`config.mk`:
```
export PLATFORM = sky130hd
export DESIGN_NAME = wav_stream_parser_mono_mix
export DESIGN_NICKNAME = d
export VERILOG_FILES = /design/src/rtl/wsp_pkg.sv /design/src/rtl/wsp_front.sv /design/src/rtl/wsp_queue.sv /design/src/rtl/wsp_back.sv /design/src/rtl/wav_stream_parser_mono_mix.sv
export VERILOG_INCLUDE_DIRS = /design/src /design/src/rtl
export SDC_FILE = /design/constraint.sdc
export NUM_CORES = 1
export LEC_CHECK = 0
export BUFFER_PORTS_ARGS = -buffer_cell sky130_fd_sc_hd__buf_2
export CAP_MARGIN = 10
export CORE_MARGIN = 1.5
export CORE_UTILIZATION = 39
export CTS_CLUSTER_SIZE = 40
export DETAILED_ROUTE_END_ITERATION = 8
export GPL_ROUTABILITY_DRIVEN = 0
export SLEW_MARGIN = 20
export SYNTH_ARGS = -nofsm -noshare
export SYNTH_HDL_FRONTEND = slang
export SYNTH_SLANG_ARGS = --single-unit
```
`constraint.sdc`:
```
create_clock -name clk -period 7.3 [get_ports clk]
set_input_delay 0.365 -clock clk [delete_from_list [all_inputs] [get_ports clk]]
set_output_delay 0.365 -clock clk [all_outputs]
set_load 0.03 [all_outputs]
```
`src/rtl/wav_stream_parser_mono_mix_assert.svh`:
```
// Assertion macros used by the WAV stream parser top level.
`ifndef WAV_STREAM_PARSER_MONO_MIX_ASSERT_SVH
`define WAV_STREAM_PARSER_MONO_MIX_ASSERT_SVH

// Same-cycle implication, checked outside reset.
`define WSP_ASSERT_SAME(lbl, ante, cons, msg) \
    lbl: assert property (@(posedge clk) disable iff (!rst_n) (ante) |-> (cons)) \
        else $error(msg);

// Next-cycle implication, checked outside reset.
`define WSP_ASSERT_NEXT(lbl, ante, cons, msg) \
    lbl: assert property (@(posedge clk) disable iff (!rst_n) (ante) |=> (cons)) \
        else $error(msg);

`endif

```
`src/rtl/wsp_pkg.sv`:
```
// Shared types, codes and constants of the WAV stream parser.
package wsp_pkg;

    // Depth of the queue between the parser and the output stage.
    localparam int QUEUE_DEPTH = 4;

    // Little-endian tag words, first file byte in the low byte.
    localparam logic [31:0] TAG_RIFF = 32'h4646_4952;
    localparam logic [31:0] TAG_WAVE = 32'h4556_4157;
    localparam logic [31:0] TAG_FMT  = 32'h2074_6D66;
    localparam logic [31:0] TAG_DATA = 32'h6174_6164;

    // Core size of the fmt chunk and the only accepted sample width.
    localparam logic [31:0] FMT_CORE_BYTES = 32'd16;
    localparam logic [15:0] PCM_BITS       = 16'd16;
    localparam logic [15:0] STEREO         = 16'd2;

    // Input command codes.
    localparam logic CMD_BYTE    = 1'b0;
    localparam logic CMD_RESTART = 1'b1;

    // Result kinds.
    localparam logic [1:0] KIND_HEADER = 2'd0;
    localparam logic [1:0] KIND_SAMPLE = 2'd1;
    localparam logic [1:0] KIND_ERROR  = 2'd2;
    localparam logic [1:0] KIND_END    = 2'd3;

    // Error codes.
    localparam logic [2:0] ERR_NONE      = 3'd0;
    localparam logic [2:0] ERR_NO_RIFF   = 3'd1;
    localparam logic [2:0] ERR_NO_WAVE   = 3'd2;
    localparam logic [2:0] ERR_NO_FMT    = 3'd3;
    localparam logic [2:0] ERR_EARLY_END = 3'd4;
    localparam logic [2:0] ERR_WIDTH     = 3'd5;
    localparam logic [2:0] ERR_SHORT_FMT = 3'd6;

    // One input beat.
    typedef struct packed {
        logic       cmd;
        logic [7:0] file_byte;
        logic       end_of_file;
    } in_t;

    // One result beat.
    typedef struct packed {
        logic [1:0]         kind;
        logic signed [15:0] sample;
        logic               final_res;
        logic [15:0]        channel_count;
        logic [31:0]        rate_hz;
        logic [15:0]        sample_bits;
        logic [31:0]        payload_bytes;
        logic [2:0]         error_code;
    } out_t;

    // Queue entry: a result, plus the right sample when a stereo mix is pending.
    typedef struct packed {
        out_t               item;
        logic               mix;
        logic signed [15:0] right;
    } work_t;

    // Queue status seen by the top level and the output stage.
    typedef struct packed {
        logic full;
        logic empty;
    } queue_status_t;

endpackage

```
`src/rtl/wsp_front.sv`:
```
// Byte parser: walks the RIFF chunks and classifies every byte into queue entries.
module wsp_front (
    input  logic           clk,
    input  logic           rst_n,
    input  logic           take,
    input  wsp_pkg::in_t   item,
    output logic           res_valid,
    output wsp_pkg::work_t res
);

    typedef enum logic [3:0] {
        PH_RIFF,
        PH_RSIZE,
        PH_WAVE,
        PH_CTAG,
        PH_CSIZE,
        PH_FMT,
        PH_SKIP,
        PH_DATA,
        PH_DONE
    } phase_t;

    phase_t             phase_reg, phase_next;
    logic [3:0]         fbi_reg, fbi_next;
    logic [31:0]        tag_reg, tag_next;
    logic [31:0]        len_reg, len_next;
    logic [32:0]        skip_reg, skip_next;
    logic               fmt_seen_reg, fmt_seen_next;
    logic [15:0]        channels_reg, channels_next;
    logic [31:0]        rate_reg, rate_next;
    logic [15:0]        bits_reg, bits_next;
    logic [31:0]        data_left_reg, data_left_next;
    logic [7:0]         low_reg, low_next;
    logic [15:0]        left_reg, left_next;
    logic [1:0]         frame_reg, frame_next;

    logic [31:0] tag_shifted;
    logic [31:0] len_shifted;
    logic [15:0] raw_word;
    logic        eof;

    assign tag_shifted = {item.file_byte, tag_reg[31:8]};
    assign len_shifted = {item.file_byte, len_reg[31:8]};
    assign raw_word    = {item.file_byte, low_reg};
    assign eof         = item.end_of_file;

    // Builds a final error entry.
    function automatic wsp_pkg::work_t make_error(input logic [2:0] code);
        wsp_pkg::work_t w;
        w = '0;
        w.item.kind       = wsp_pkg::KIND_ERROR;
        w.item.final_res  = 1'b1;
        w.item.error_code = code;
        return w;
    endfunction

    // Next-state logic of the parser.
    always_comb
    begin
        phase_next     = phase_reg;
        fbi_next       = fbi_reg;
        tag_next       = tag_reg;
        len_next       = len_reg;
        skip_next      = skip_reg;
        fmt_seen_next  = fmt_seen_reg;
        channels_next  = channels_reg;
        rate_next      = rate_reg;
        bits_next      = bits_reg;
        data_left_next = data_left_reg;
        low_next       = low_reg;
        left_next      = left_reg;
        frame_next     = frame_reg;
        res_valid      = 1'b0;
        res            = '0;

        if (take)
        begin
            if (item.cmd == wsp_pkg::CMD_RESTART)
            begin
                phase_next     = PH_RIFF;
                fbi_next       = '0;
                tag_next       = '0;
                len_next       = '0;
                skip_next      = '0;
                fmt_seen_next  = 1'b0;
                channels_next  = '0;
                rate_next      = '0;
                bits_next      = '0;
                data_left_next = '0;
                low_next       = '0;
                left_next      = '0;
                frame_next     = '0;
            end
            else
            begin
                case (phase_reg)
                    // Four-byte tags and the RIFF size field.
                    PH_RIFF, PH_RSIZE, PH_WAVE, PH_CTAG:
                    begin
                        tag_next = tag_shifted;
                        fbi_next = fbi_reg + 4'd1;
                        if (fbi_reg == 4'd3)
                        begin
                            fbi_next = '0;
                            case (phase_reg)
                                PH_RIFF:
                                begin
                                    if (tag_shifted != wsp_pkg::TAG_RIFF)
                                    begin
                                        res_valid  = 1'b1;
                                        res        = make_error(wsp_pkg::ERR_NO_RIFF);
                                        phase_next = PH_DONE;
                                    end
                                    else
                                    begin
                                        phase_next = PH_RSIZE;
                                    end
                                end
                                PH_RSIZE: phase_next = PH_WAVE;
                                PH_WAVE:
                                begin
                                    if (tag_shifted != wsp_pkg::TAG_WAVE)
                                    begin
                                        res_valid  = 1'b1;
                                        res        = make_error(wsp_pkg::ERR_NO_WAVE);
                                        phase_next = PH_DONE;
                                    end
                                    else
                                    begin
                                        phase_next = PH_CTAG;
                                    end
                                end
                                default: phase_next = PH_CSIZE;
                            endcase
                        end
                    end

                    // Chunk length, then dispatch on the chunk tag.
                    PH_CSIZE:
                    begin
                        len_next = len_shifted;
                        fbi_next = fbi_reg + 4'd1;
                        if (fbi_reg == 4'd3)
                        begin
                            fbi_next = '0;
                            if (tag_reg == wsp_pkg::TAG_FMT)
                            begin
                                if (len_shifted < wsp_pkg::FMT_CORE_BYTES)
                                begin
                                    res_valid  = 1'b1;
                                    res        = make_error(wsp_pkg::ERR_SHORT_FMT);
                                    phase_next = PH_DONE;
                                end
                                else
                                begin
                                    channels_next = '0;
                                    rate_next     = '0;
                                    bits_next     = '0;
                                    phase_next    = PH_FMT;
                                end
                            end
                            else if (tag_reg == wsp_pkg::TAG_DATA)
                            begin
                                if (!fmt_seen_reg)
                                begin
                                    res_valid  = 1'b1;
                                    res        = make_error(wsp_pkg::ERR_NO_FMT);
                                    phase_next = PH_DONE;
                                end
                                else if (bits_reg != wsp_pkg::PCM_BITS)
                                begin
                                    res_valid  = 1'b1;
                                    res        = make_error(wsp_pkg::ERR_WIDTH);
                                    phase_next = PH_DONE;
                                end
                                else
                                begin
                                    data_left_next          = len_shifted;
                                    frame_next              = '0;
                                    res_valid               = 1'b1;
                                    res.item.kind           = wsp_pkg::KIND_HEADER;
                                    res.item.channel_count  = channels_reg;
                                    res.item.rate_hz        = rate_reg;
                                    res.item.sample_bits    = bits_reg;
                                    res.item.payload_bytes  = len_shifted;
                                    res.item.final_res      = (len_shifted == '0) || eof;
                                    phase_next = ((len_shifted == '0) || eof) ? PH_DONE
                                                                              : PH_DATA;
                                end
                            end
                            else
                            begin
                                // Unknown chunk: skip it and its pad byte.
                                skip_next  = {1'b0, len_shifted} + {32'd0, len_shifted[0]};
                                phase_next = (len_shifted == '0) ? PH_CTAG : PH_SKIP;
                            end
                        end
                    end

                    // Core bytes of the fmt chunk.
                    PH_FMT:
                    begin
                        case (fbi_reg)
                            4'd2:    channels_next[7:0]  = item.file_byte;
                            4'd3:    channels_next[15:8] = item.file_byte;
                            4'd4:    rate_next[7:0]      = item.file_byte;
                            4'd5:    rate_next[15:8]     = item.file_byte;
                            4'd6:    rate_next[23:16]    = item.file_byte;
                            4'd7:    rate_next[31:24]    = item.file_byte;
                            4'd14:   bits_next[7:0]      = item.file_byte;
                            4'd15:   bits_next[15:8]     = item.file_byte;
                            default: ;
                        endcase
                        fbi_next = fbi_reg + 4'd1;
                        if (fbi_reg == 4'd15)
                        begin
                            fbi_next      = '0;
                            fmt_seen_next = 1'b1;
                            skip_next     = {1'b0, len_reg - wsp_pkg::FMT_CORE_BYTES}
                                            + {32'd0, len_reg[0]};
                            phase_next    = ((len_reg == wsp_pkg::FMT_CORE_BYTES))
                                            ? PH_CTAG : PH_SKIP;
                        end
                    end

                    // Bytes of a skipped chunk.
                    PH_SKIP:
                    begin
                        skip_next = skip_reg - 33'd1;
                        if (skip_reg == 33'd1)
                        begin
                            phase_next = PH_CTAG;
                        end
                    end

                    // Sample bytes of the data chunk.
                    PH_DATA:
                    begin
                        data_left_next = data_left_reg - 32'd1;
                        case (frame_reg)
                            2'd0, 2'd2:
                            begin
                                low_next   = item.file_byte;
                                frame_next = frame_reg + 2'd1;
                            end
                            2'd1:
                            begin
                                if (channels_reg == wsp_pkg::STEREO)
                                begin
                                    left_next  = raw_word;
                                    frame_next = 2'd2;
                                end
                                else
                                begin
                                    res_valid       = 1'b1;
                                    res.item.kind   = wsp_pkg::KIND_SAMPLE;
                                    res.item.sample = raw_word;
                                    frame_next      = '0;
                                end
                            end
                            default:
                            begin
                                res_valid       = 1'b1;
                                res.item.kind   = wsp_pkg::KIND_SAMPLE;
                                res.item.sample = left_reg;
                                res.mix         = 1'b1;
                                res.right       = raw_word;
                                frame_next      = '0;
                            end
                        endcase
                        if ((data_left_reg == 32'd1) || eof)
                        begin
                            phase_next = PH_DONE;
                            if (res_valid)
                            begin
                                res.item.final_res = 1'b1;
                            end
                            else
                            begin
                                res_valid          = 1'b1;
                                res.item.kind      = wsp_pkg::KIND_END;
                                res.item.final_res = 1'b1;
                            end
                        end
                    end

                    default: phase_next = PH_DONE;
                endcase

                // End of file before the data chunk was reached.
                if (!res_valid && eof && (phase_reg != PH_DATA) && (phase_reg != PH_DONE))
                begin
                    res_valid  = 1'b1;
                    res        = make_error(wsp_pkg::ERR_EARLY_END);
                    phase_next = PH_DONE;
                end
            end
        end
    end

    // Parser state.
    always_ff @(posedge clk or negedge rst_n)
    begin
        if (!rst_n)
        begin
            phase_reg     <= PH_RIFF;
            fbi_reg       <= '0;
            tag_reg       <= '0;
            len_reg       <= '0;
            skip_reg      <= '0;
            fmt_seen_reg  <= 1'b0;
            channels_reg  <= '0;
            rate_reg      <= '0;
            bits_reg      <= '0;
            data_left_reg <= '0;
            low_reg       <= '0;
            left_reg      <= '0;
            frame_reg     <= '0;
        end
        else
        begin
            phase_reg     <= phase_next;
            fbi_reg       <= fbi_next;
            tag_reg       <= tag_next;
            len_reg       <= len_next;
            skip_reg      <= skip_next;
            fmt_seen_reg  <= fmt_seen_next;
            channels_reg  <= channels_next;
            rate_reg      <= rate_next;
            bits_reg      <= bits_next;
            data_left_reg <= data_left_next;
            low_reg       <= low_next;
            left_reg      <= left_next;
            frame_reg     <= frame_next;
        end
    end

endmodule

```
`src/rtl/wsp_queue.sv`:
```
// Short register queue between the parser and the output stage.
module wsp_queue #(
    parameter int DEPTH = wsp_pkg::QUEUE_DEPTH
) (
    input  logic                   clk,
    input  logic                   rst_n,
    input  logic                   wr_en,
    input  wsp_pkg::work_t         wr_data,
    input  logic                   rd_en,
    output wsp_pkg::work_t         rd_data,
    output wsp_pkg::queue_status_t status
);

    localparam int PTR_W = (DEPTH > 1) ? $clog2(DEPTH) : 1;
    localparam int CNT_W = $clog2(DEPTH + 1);
    localparam logic [PTR_W-1:0] LAST = PTR_W'(DEPTH - 1);
    localparam logic [CNT_W-1:0] FULL_CNT = CNT_W'(DEPTH);

    wsp_pkg::work_t   entries_reg [DEPTH];
    logic [PTR_W-1:0] wr_ptr_reg, wr_ptr_next;
    logic [PTR_W-1:0] rd_ptr_reg, rd_ptr_next;
    logic [CNT_W-1:0] count_reg, count_next;

    assign status.full  = (count_reg == FULL_CNT);
    assign status.empty = (count_reg == '0);
    assign rd_data      = entries_reg[rd_ptr_reg];

    // Pointer and fill level updates.
    always_comb
    begin
        wr_ptr_next = wr_ptr_reg;
        rd_ptr_next = rd_ptr_reg;
        count_next  = count_reg;
        if (wr_en)
        begin
            wr_ptr_next = (wr_ptr_reg == LAST) ? '0 : wr_ptr_reg + PTR_W'(1);
        end
        if (rd_en)
        begin
            rd_ptr_next = (rd_ptr_reg == LAST) ? '0 : rd_ptr_reg + PTR_W'(1);
        end
        if (wr_en && !rd_en)
        begin
            count_next = count_reg + CNT_W'(1);
        end
        else if (rd_en && !wr_en)
        begin
            count_next = count_reg - CNT_W'(1);
        end
    end

    always_ff @(posedge clk or negedge rst_n)
    begin
        if (!rst_n)
        begin
            wr_ptr_reg <= '0;
            rd_ptr_reg <= '0;
            count_reg  <= '0;
        end
        else
        begin
            wr_ptr_reg <= wr_ptr_next;
            rd_ptr_reg <= rd_ptr_next;
            count_reg  <= count_next;
        end
    end

    // Entry storage.
    always_ff @(posedge clk)
    begin
        if (wr_en)
        begin
            entries_reg[wr_ptr_reg] <= wr_data;
        end
    end

endmodule

```
`src/rtl/wsp_back.sv`:
```
// Output stage: finishes the stereo mix and holds the result beat for the consumer.
module wsp_back (
    input  logic                   clk,
    input  logic                   rst_n,
    input  wsp_pkg::work_t         head,
    input  wsp_pkg::queue_status_t q_status,
    output logic                   q_pop,
    input  logic                   pop,
    output logic                   empty,
    output wsp_pkg::out_t          result
);

    logic               valid_reg, valid_next;
    wsp_pkg::out_t      result_reg, result_next;
    logic signed [16:0] sum;
    logic signed [16:0] sum_adj;

    // Left plus right, biased by one when negative so the halving truncates toward zero.
    assign sum     = 17'(head.item.sample) + 17'(head.right);
    assign sum_adj = sum + {16'd0, sum[16]};

    assign q_pop  = !q_status.empty && (!valid_reg || pop);
    assign empty  = !valid_reg;
    assign result = result_reg;

    // Output register load.
    always_comb
    begin
        valid_next  = valid_reg;
        result_next = result_reg;
        if (q_pop)
        begin
            valid_next  = 1'b1;
            result_next = head.item;
            if (head.mix)
            begin
                result_next.sample = sum_adj[16:1];
            end
        end
        else if (pop)
        begin
            valid_next = 1'b0;
        end
    end

    always_ff @(posedge clk or negedge rst_n)
    begin
        if (!rst_n)
        begin
            valid_reg <= 1'b0;
        end
        else
        begin
            valid_reg <= valid_next;
        end
    end

    always_ff @(posedge clk)
    begin
        result_reg <= result_next;
    end

endmodule

```
`src/rtl/wav_stream_parser_mono_mix.sv`:
```
// WAV stream parser with stereo-to-mono mix. One file byte is taken per clock cycle while
// full is low; the parser itself never holds a byte back. Each byte yields at most one
// result, which passes through a queue of QUEUE_DEPTH entries and then an output register
// before it reaches the result ports. full rises only when the queue holds QUEUE_DEPTH
// results that the consumer has not taken. A restart beat clears the parser but keeps
// results already queued. There is no clearing pass after reset.
`include "wav_stream_parser_mono_mix_assert.svh"

module wav_stream_parser_mono_mix #(
    parameter int QUEUE_DEPTH = wsp_pkg::QUEUE_DEPTH
) (
    input  logic          clk,
    input  logic          rst_n,
    input  logic          push,
    output logic          full,
    input  wsp_pkg::in_t  item,
    output logic          empty,
    input  logic          pop,
    output wsp_pkg::out_t result
);

    logic                   take;
    logic                   front_valid;
    wsp_pkg::work_t         front_res;
    wsp_pkg::work_t         q_head;
    wsp_pkg::queue_status_t q_status;
    logic                   q_pop;

    assign full = q_status.full;
    assign take = push && !q_status.full;

    // Byte parser.
    wsp_front u_front (
        .clk       (clk),
        .rst_n     (rst_n),
        .take      (take),
        .item      (item),
        .res_valid (front_valid),
        .res       (front_res)
    );

    // Queue between parser and output stage.
    wsp_queue #(
        .DEPTH (QUEUE_DEPTH)
    ) u_queue (
        .clk     (clk),
        .rst_n   (rst_n),
        .wr_en   (front_valid),
        .wr_data (front_res),
        .rd_en   (q_pop),
        .rd_data (q_head),
        .status  (q_status)
    );

    // Mix and output register.
    wsp_back u_back (
        .clk      (clk),
        .rst_n    (rst_n),
        .head     (q_head),
        .q_status (q_status),
        .q_pop    (q_pop),
        .pop      (pop),
        .empty    (empty),
        .result   (result)
    );

    // Design checks.
    `WSP_ASSERT_NEXT(a_drain, empty && !q_status.empty, !empty, "queued result not moved out")
    `WSP_ASSERT_SAME(a_err_final, !empty && (result.kind == wsp_pkg::KIND_ERROR),
        result.final_res && (result.error_code != wsp_pkg::ERR_NONE), "error beat malformed")
    `WSP_ASSERT_SAME(a_end_final, !empty && (result.kind == wsp_pkg::KIND_END),
        result.final_res && (result.sample == '0), "end beat malformed")
    `WSP_ASSERT_SAME(a_smp_clean, !empty && (result.kind == wsp_pkg::KIND_SAMPLE),
        (result.error_code == wsp_pkg::ERR_NONE) && (result.payload_bytes == '0),
        "sample beat carries header or error fields")

endmodule
```
## Yosys cells after proc, flatten, opt, wreduce, memory -nomap -nowiden

Memory sizes are Yosys's and may differ from the RTL's.
Index checks and enable logic that the tools add are counted.

| operators by class | value |
|---|---|
| $add $sub $neg | 13 |
| order comparisons | 1 |
| equality and inequality tests | 52 |
| muxes and demuxes | 132 |
| reduce and logical (&&, ||, !) cells | 55 |

Operators by type and width:

| kind | count |
|---|---|
| $mux W135 | 11 |
| $mux W32 | 14 |
| $pmux W135 S2 | 1 |
| $pmux W99 S2 | 1 |
| $mux W33 | 5 |
| $mux W16 | 10 |
| $pmux W32 S2 | 2 |
| $pmux W33 S3 | 1 |
| $mux W97 | 1 |
| $mux W8 | 11 |
| $mux W4 | 18 |
| $add A32 B1 Y33 | 2 |
| $ne A32 B31 Y1 const B | 2 |
| $pmux W16 S2 | 2 |
| $reduce_and A6 Y1 | 10 |
| $pmux W19 S3 | 1 |
| $pmux W17 S3 | 1 |
| $pmux W18 S2 | 1 |
| $mux W17 | 2 |
| $eq A33 B1 Y1 const B | 1 |
| $sub A33 B1 Y33 const B | 1 |
| $eq A32 B1 Y1 const B | 1 |
| $eq A32 B30 Y1 const B | 1 |
| $eq A32 B31 Y1 const B | 1 |
| other kinds (52) | 152 |

| word-level totals | value |
|---|---|
| register bits after elaboration | 354 |
| RAM bits | 540 |
| input port bits | 14 |
| output and inout port bits | 120 |
| word-level logic and storage cells | 284 |
| memories | 1 |

Memory list:

| name | words | width | read ports | clocked after memory_dff | write ports | RTL line | source |
|---|---|---|---|---|---|---|---|
| u_queue.entries_reg | 4 | 135 | 1 | 0 | 1 | wsp_queue.sv:19 | `wsp_pkg::work_t entries_reg [DEPTH];` |

## Longest topological paths before layout

| depth | value |
|---|---|
| depth in word-level cells | 21 |
| depth in mapped cells | 17 |
| mapped depth without buffers | 13 |

## Hierarchy

From an unflattened synthesis, not the netlist that was laid out.

| second synthesis, totals | value |
|---|---|
| cell total of the unflattened synthesis | 2,779 |
| area, all modules | 40,015.9 sq um |

Modules (own cells, without submodules):

| module | instances | cells an instance | area an instance (sq um) | sequential area each (sq um) |
|---|---|---|---|---|
| wsp_queue | 1 | 742 | 19,889.1 | 16,390.7 |
| wsp_front | 1 | 1,692 | 14,898.0 | 5,705.5 |
| wsp_back | 1 | 344 | 5,215.0 | 3,568.4 |
| wav_stream_parser_mono_mix | 1 | 1 | 13.8 | 0.0 |

## Least setup slack after synthesis

OpenSTA, ideal clock, no wires.

| path | value |
|---|---|
| path kind | register to register |
| from | reg u_queue.count_reg[0] |
| to | reg u_queue.count_reg[1] |
| library setup time | 0.125 ns |
| data arrival time | 7.684 ns |
| required time | 7.175 ns |
| path slack | -0.509 ns |
| cell stages (with the launch flop) | 8 |
| path buffers | 0 |
| clock period less this slack | 7.809 ns |
| cell sequence | dfrtp_1 nor3_1 a21oi_1 inv_1 ha_1 inv_1 fa_1 mux2_2 |

| on the way | value |
|---|---|
| elaborated cells between the ends (all ways) | 16 |
| those cells by class | add/sub: 2; eq/ne: 1; mux: 3; reduce/logical: 10 |

RTL lines:

| item | RTL line | source |
|---|---|---|
| from (decl) | wsp_queue.sv:22 | `logic [CNT_W-1:0] count_reg, count_next;` |
| from (signal assigned) | wsp_queue.sv:64 | `count_reg <= count_next;` |
| $logic_not A3 Y1 | wsp_queue.sv:25 | `assign status.empty = (count_reg == '0);` |
| $logic_not A1 Y1 | wsp_back.sv:22 | `assign q_pop = !q_status.empty && (!valid_reg \|\| pop);` |
| $logic_and A1 B1 Y1 | wsp_back.sv:22 |  |
| via q_pop | wav_stream_parser_mono_mix.sv:27 | `logic q_pop;` |
| $logic_not A1 Y1 | wsp_queue.sv:42 | `if (wr_en && !rd_en)` |
| $logic_and A1 B1 Y1 | wsp_queue.sv:42 |  |
| $mux W3 | wsp_queue.sv:42 |  |
| via u_queue.count_next[1] | wsp_queue.sv:22 |  |

The timed path passes the listed nets, and every way through them passes these cells. The select of a mux whose other input is x is not followed.
A chain may end at the register's enable or synchronous reset.

## Final worst setup path

| path | value |
|---|---|
| from | reg u_queue.rd_ptr_reg[0] |
| to | reg u_back.result_reg, in the netlist u_back.result[115] (data pin) |

| on the way | value |
|---|---|
| cells in the longest elaborated chain, start to end | 4 |

RTL lines:

| item | RTL line | source |
|---|---|---|
| from (decl) | wsp_queue.sv:21 | `logic [PTR_W-1:0] rd_ptr_reg, rd_ptr_next;` |
| from (signal assigned) | wsp_queue.sv:63 | `rd_ptr_reg <= rd_ptr_next;` |
| $mem_v2 Z4 W135 (*) | - |  |
| $add A16 B16 Y17 | wsp_back.sv:19 | `assign sum = 17'(head.item.sample) + 17'(head.right);` |
| $add A17 B1 Y17 | wsp_back.sv:20 | `assign sum_adj = sum + {16'd0, sum[16]};` |
| $mux W16 (*) | wsp_back.sv:35 | `if (head.mix)` |
| to (signal assigned) | wsp_back.sv:60 | `result_reg <= result_next;` |
| to (decl) | wsp_back.sv:14 | `wsp_pkg::out_t result_reg, result_next;` |

Mark *: on every way between the ends. The rest lies on a longest branch, timed or not.

==> results.md <==
- Die outline height: 320 um
- Seq. cell area: 25700 um2
- WL final: between 90000 and 100000 um
- DR vias/cell: 5.66
- Largest net degree at the start of global routing: 138
- First-pass GRT wire length: 145000 um
- Area grow syn2layout: 13.4%
- Clock Latency Late Sink: 0.65 ns
- Critical setup path kind: reg2reg
- Seq/Total Area, Yosys: between 60% and 70%
- Worst Hold Launch: item[8]
- Die area: 103000 um2
- Crit end category: flip-flop
- Total Power: 15.5 mW
- Max_cap viols: 0
- EDFF count, synth: 658
- Flop-to-flop setup slack: 2.17 ns
- Reg-to-reg critical path endpoint: u_back.result[115]$_DFFE_PP_
- Total Negative Setup Slacks: 0 ns
- Clk slew on worst S/H paths: 0.06 ns
- CTS max path bufs: 3
- Critical path arrival: 5.62 ns
- Worst hold path cell count: 3
- GRT Total Usage: 18.2%
- DR vias: ~24000
- PostCTS Resize Cnt: 0
- Fin Hold WS: roughly 0.25 ns
- Hold violation total from the final report: 0
- Clk sink count: around 890
- Initial antenna violation count: 5
- Reg2reg start: u_queue.rd_ptr_reg[0]$_DFFE_PN0P_
- WL/cell: 21.9 um
- TritonRoute pass-1 iters: 5
- Final HPWL DP: 58000 um
- Period minus WS final: 5.13 ns
- CTS Buf Count: 91
- Vias in the first global route: roughly 24000
- Hold EP: u_front.low_reg[7]$_DFFE_PN0P_
- Fmax: roughly 200 MHz
- Port buffer count: 133
- CTS root buffer: clkbuf_16
- Peak VDD IR: 0.304 mV
- Asr flop ratio synth: between 20% and 30%
- Rows: 116
- Crit share post-route: a little over two thirds
- Number of synthesized register bits: between 800 and 900
- Layout cells sized above 1: 19.6%
- H-tree depth: 3
- Tightest Pin Transition: approximately 1.2 ns
- Power per cell area: 349 nW/um2
- Initial Utilization: 39.3%
- CTS tree: done
- DIE WIDTH: 320 um
- Worst reg-to-reg path cell count: 11
- Area after DPL: approximately 42000 um2
- Max FFs per register: 540
- Final slew viol count: 0
- Syn avg cell area: 14.5 um2
- Req. time, crit path: around 7.8 ns
- Post-Synthesis Cells: 2709
- Synthesized cell area: 39300 um2
- Final setup viols: 0
- Fin nets: 2910
- Leak: between 15 and 20 nW
- Io pins: 134
- Drt initial violations: 1958
- Fill cells: 8685
- Post-DRT Antenna Nets: 0
- Setup Skew: 0.0253 ns
- Setup crit start kind: flip-flop
- Synth warn: 0
- Max-slew headroom: 22.1%
- Core area: 100000 um2
- RSZ-0062 raised after global routing: no
- Post-route DRC: 0
- Fin area: 44600 um2
- Crit Path Max Fanout: 39
- Grt total ovfl: 0
- HP Class: in2reg
- Top_reg_cell synth: edfxtp_1
- Multi-input gate area: 13100 um2
- Synth cell types: 95
- Status: finished, final reports clean
logic make-up after synthesis:
logic type / after synthesis / share of synthesized area [%]
AOI/OAI and AO/OA: 492 / 8.59
xor gates and xnor gates: 102 / 2.27
adders and majority gates: 40 / 1.31
buffers and inverters: 215 / 2.15
DFF: 894 / 65.3
muxes: 228 / 10.3
other: 1 / 0.00954
and+or+nand+nor: 737 / 10.0
Yosys cell counts (all sizes together), types with 7 or more instances:
cell      n  area (um2)
edfxtp  658       19800
dfrtp   236        5910
nor2    140         526
nand2   139         524
mux4    135        3040
clkbuf  134         503
o21ai   117         586
and2    113         708
a22o     95         833
a21oi    92         460
mux2     76         856
nor3     76         385
xnor2    62         543
nand3    61         310
nor4     49         334
buf      40         188
inv      40         150
xor2     40         350
ha       38         475
nand4    25         156
o22ai    24         150
or3      22         139
or4      19         146
o211ai   18         135
a21o     17         129
a31oi    17         113
mux2i    17         170
and3     15        95.1
nand2b   15        93.8
o31ai    14         110
a22oi    12        90.1
nor2b    11        68.8
o21a     10        75.1
nor4b     9        85.1
nor3b     8        70.1
o32ai     7        61.3
or2       7        43.8
critical path, stage by stage (launching register included):
cell      delay, ns
dfrtp_4        0.95
mux4_2         0.63
ha_1           0.24
fa_1           0.44
a211oi_1       0.32
o22ai_1        0.15
nor4_1         0.41
nand4_1        0.26
nor4_1         0.68
nand3_1        0.25
or4_1          0.52
nand4_1        0.11
stage by stage:
| stage | setup WS, ns | instances | util (%) |
|---|---|---|---|
| after floorplan | 1.28 | 2768 | - |
| after global placement | 2.22 | 4059 | 41.5 |
| after detailed placement | 2.17 | 4059 | 41.5 |
| after CTS | 2.14 | 4231 | 44.6 |
| after global routing | 1.64 | 4231 | 44.6 |
| final | 2.17 | 4232 | 44.6 |
what timing repair did:
item,4_1_cts,5_1_grt
setup buffers,0,0
hold buffers,2,0
endpoints found under the hold margin,100,0
cell type report:
class / count / share of cell area, %
clock inverter: 50 / 1.07
tap: 1298 / 3.64
inverter: 41 / 0.345
multi-input combinational: 1659 / 29.4
timing repair buffer: 169 / 2.31
sequential: 894 / 57.6
antenna: 1 / 0.00562
clock buffer: 120 / 5.63
how the worst max path moves through the flow:
stage	cells past startpoint	endpoint	start
final	11	u_back.result[115]$_DFFE_PP_	u_queue.rd_ptr_reg[0]$_DFFE_PN0P_
after global routing	11	u_back.result[115]$_DFFE_PP_	u_queue.rd_ptr_reg[0]$_DFFE_PN0P_
after CTS	11	u_back.result[115]$_DFFE_PP_	u_queue.rd_ptr_reg[0]$_DFFE_PN0P_
after detailed placement	11	u_back.result[115]$_DFFE_PP_	u_queue.rd_ptr_reg[0]$_DFFE_PN0P_
after global placement	11	u_back.result[115]$_DFFE_PP_	u_queue.rd_ptr_reg[0]$_DFFE_PN0P_
after floorplan	9	u_queue.entries_reg[0][0]$_DFFE_PP_	u_front.data_left_reg[16]$_DFFE_PN0P_
per-layer routing:
metal / up-vias / GRT usage, % / routed length [um]
met5: - / 0 / 13
met4: 2 / 5.85 / 2260
met3: 156 / 2.65 / 5420
met2: 808 / 30.1 / 44800
met1: 12232 / 24.6 / 40300
li1: 10754 / - / -
where the power goes:
group	leakage, nW	switching, mW	total [mW]	internal, mW
clock network	1.45	1.95	4.60	2.65
logic	5.60	2.65	4.35	1.70
registers	9.60	0.408	6.60	6.19
total	16.6	5.01	15.5	10.5
placed cells by master, fill, tap and decap left out, drive strengths merged, types with 7 or more instances in the layout:
cell type	netlist	layout
o21a	10	10
nor4b	9	9
clkinv	1	33
a22oi	12	12
mux4	135	135
or4	19	19
nor2b	11	11
clkbuf	134	120
ha	38	38
a21o	17	17
buf	40	167
mux2	76	76
or3	22	22
a21oi	92	92
clkinvlp	0	8
o31ai	14	14
dfrtp	236	236
nand2b	15	15
mux2i	17	17
nor2	140	140
inv	40	44
a22o	95	95
xor2	40	40
conb	1	60
a31oi	17	17
xnor2	62	62
o21ai	117	117
nand4	25	25
or2	7	7
nor3	76	76
o22ai	24	24
nor3b	8	8
edfxtp	658	658
nand3	61	61
and2	113	113
and3	15	15
nor4	49	49
o32ai	7	7
nand2	139	139
o211ai	18	18
(Power assumes the default switching activity.)
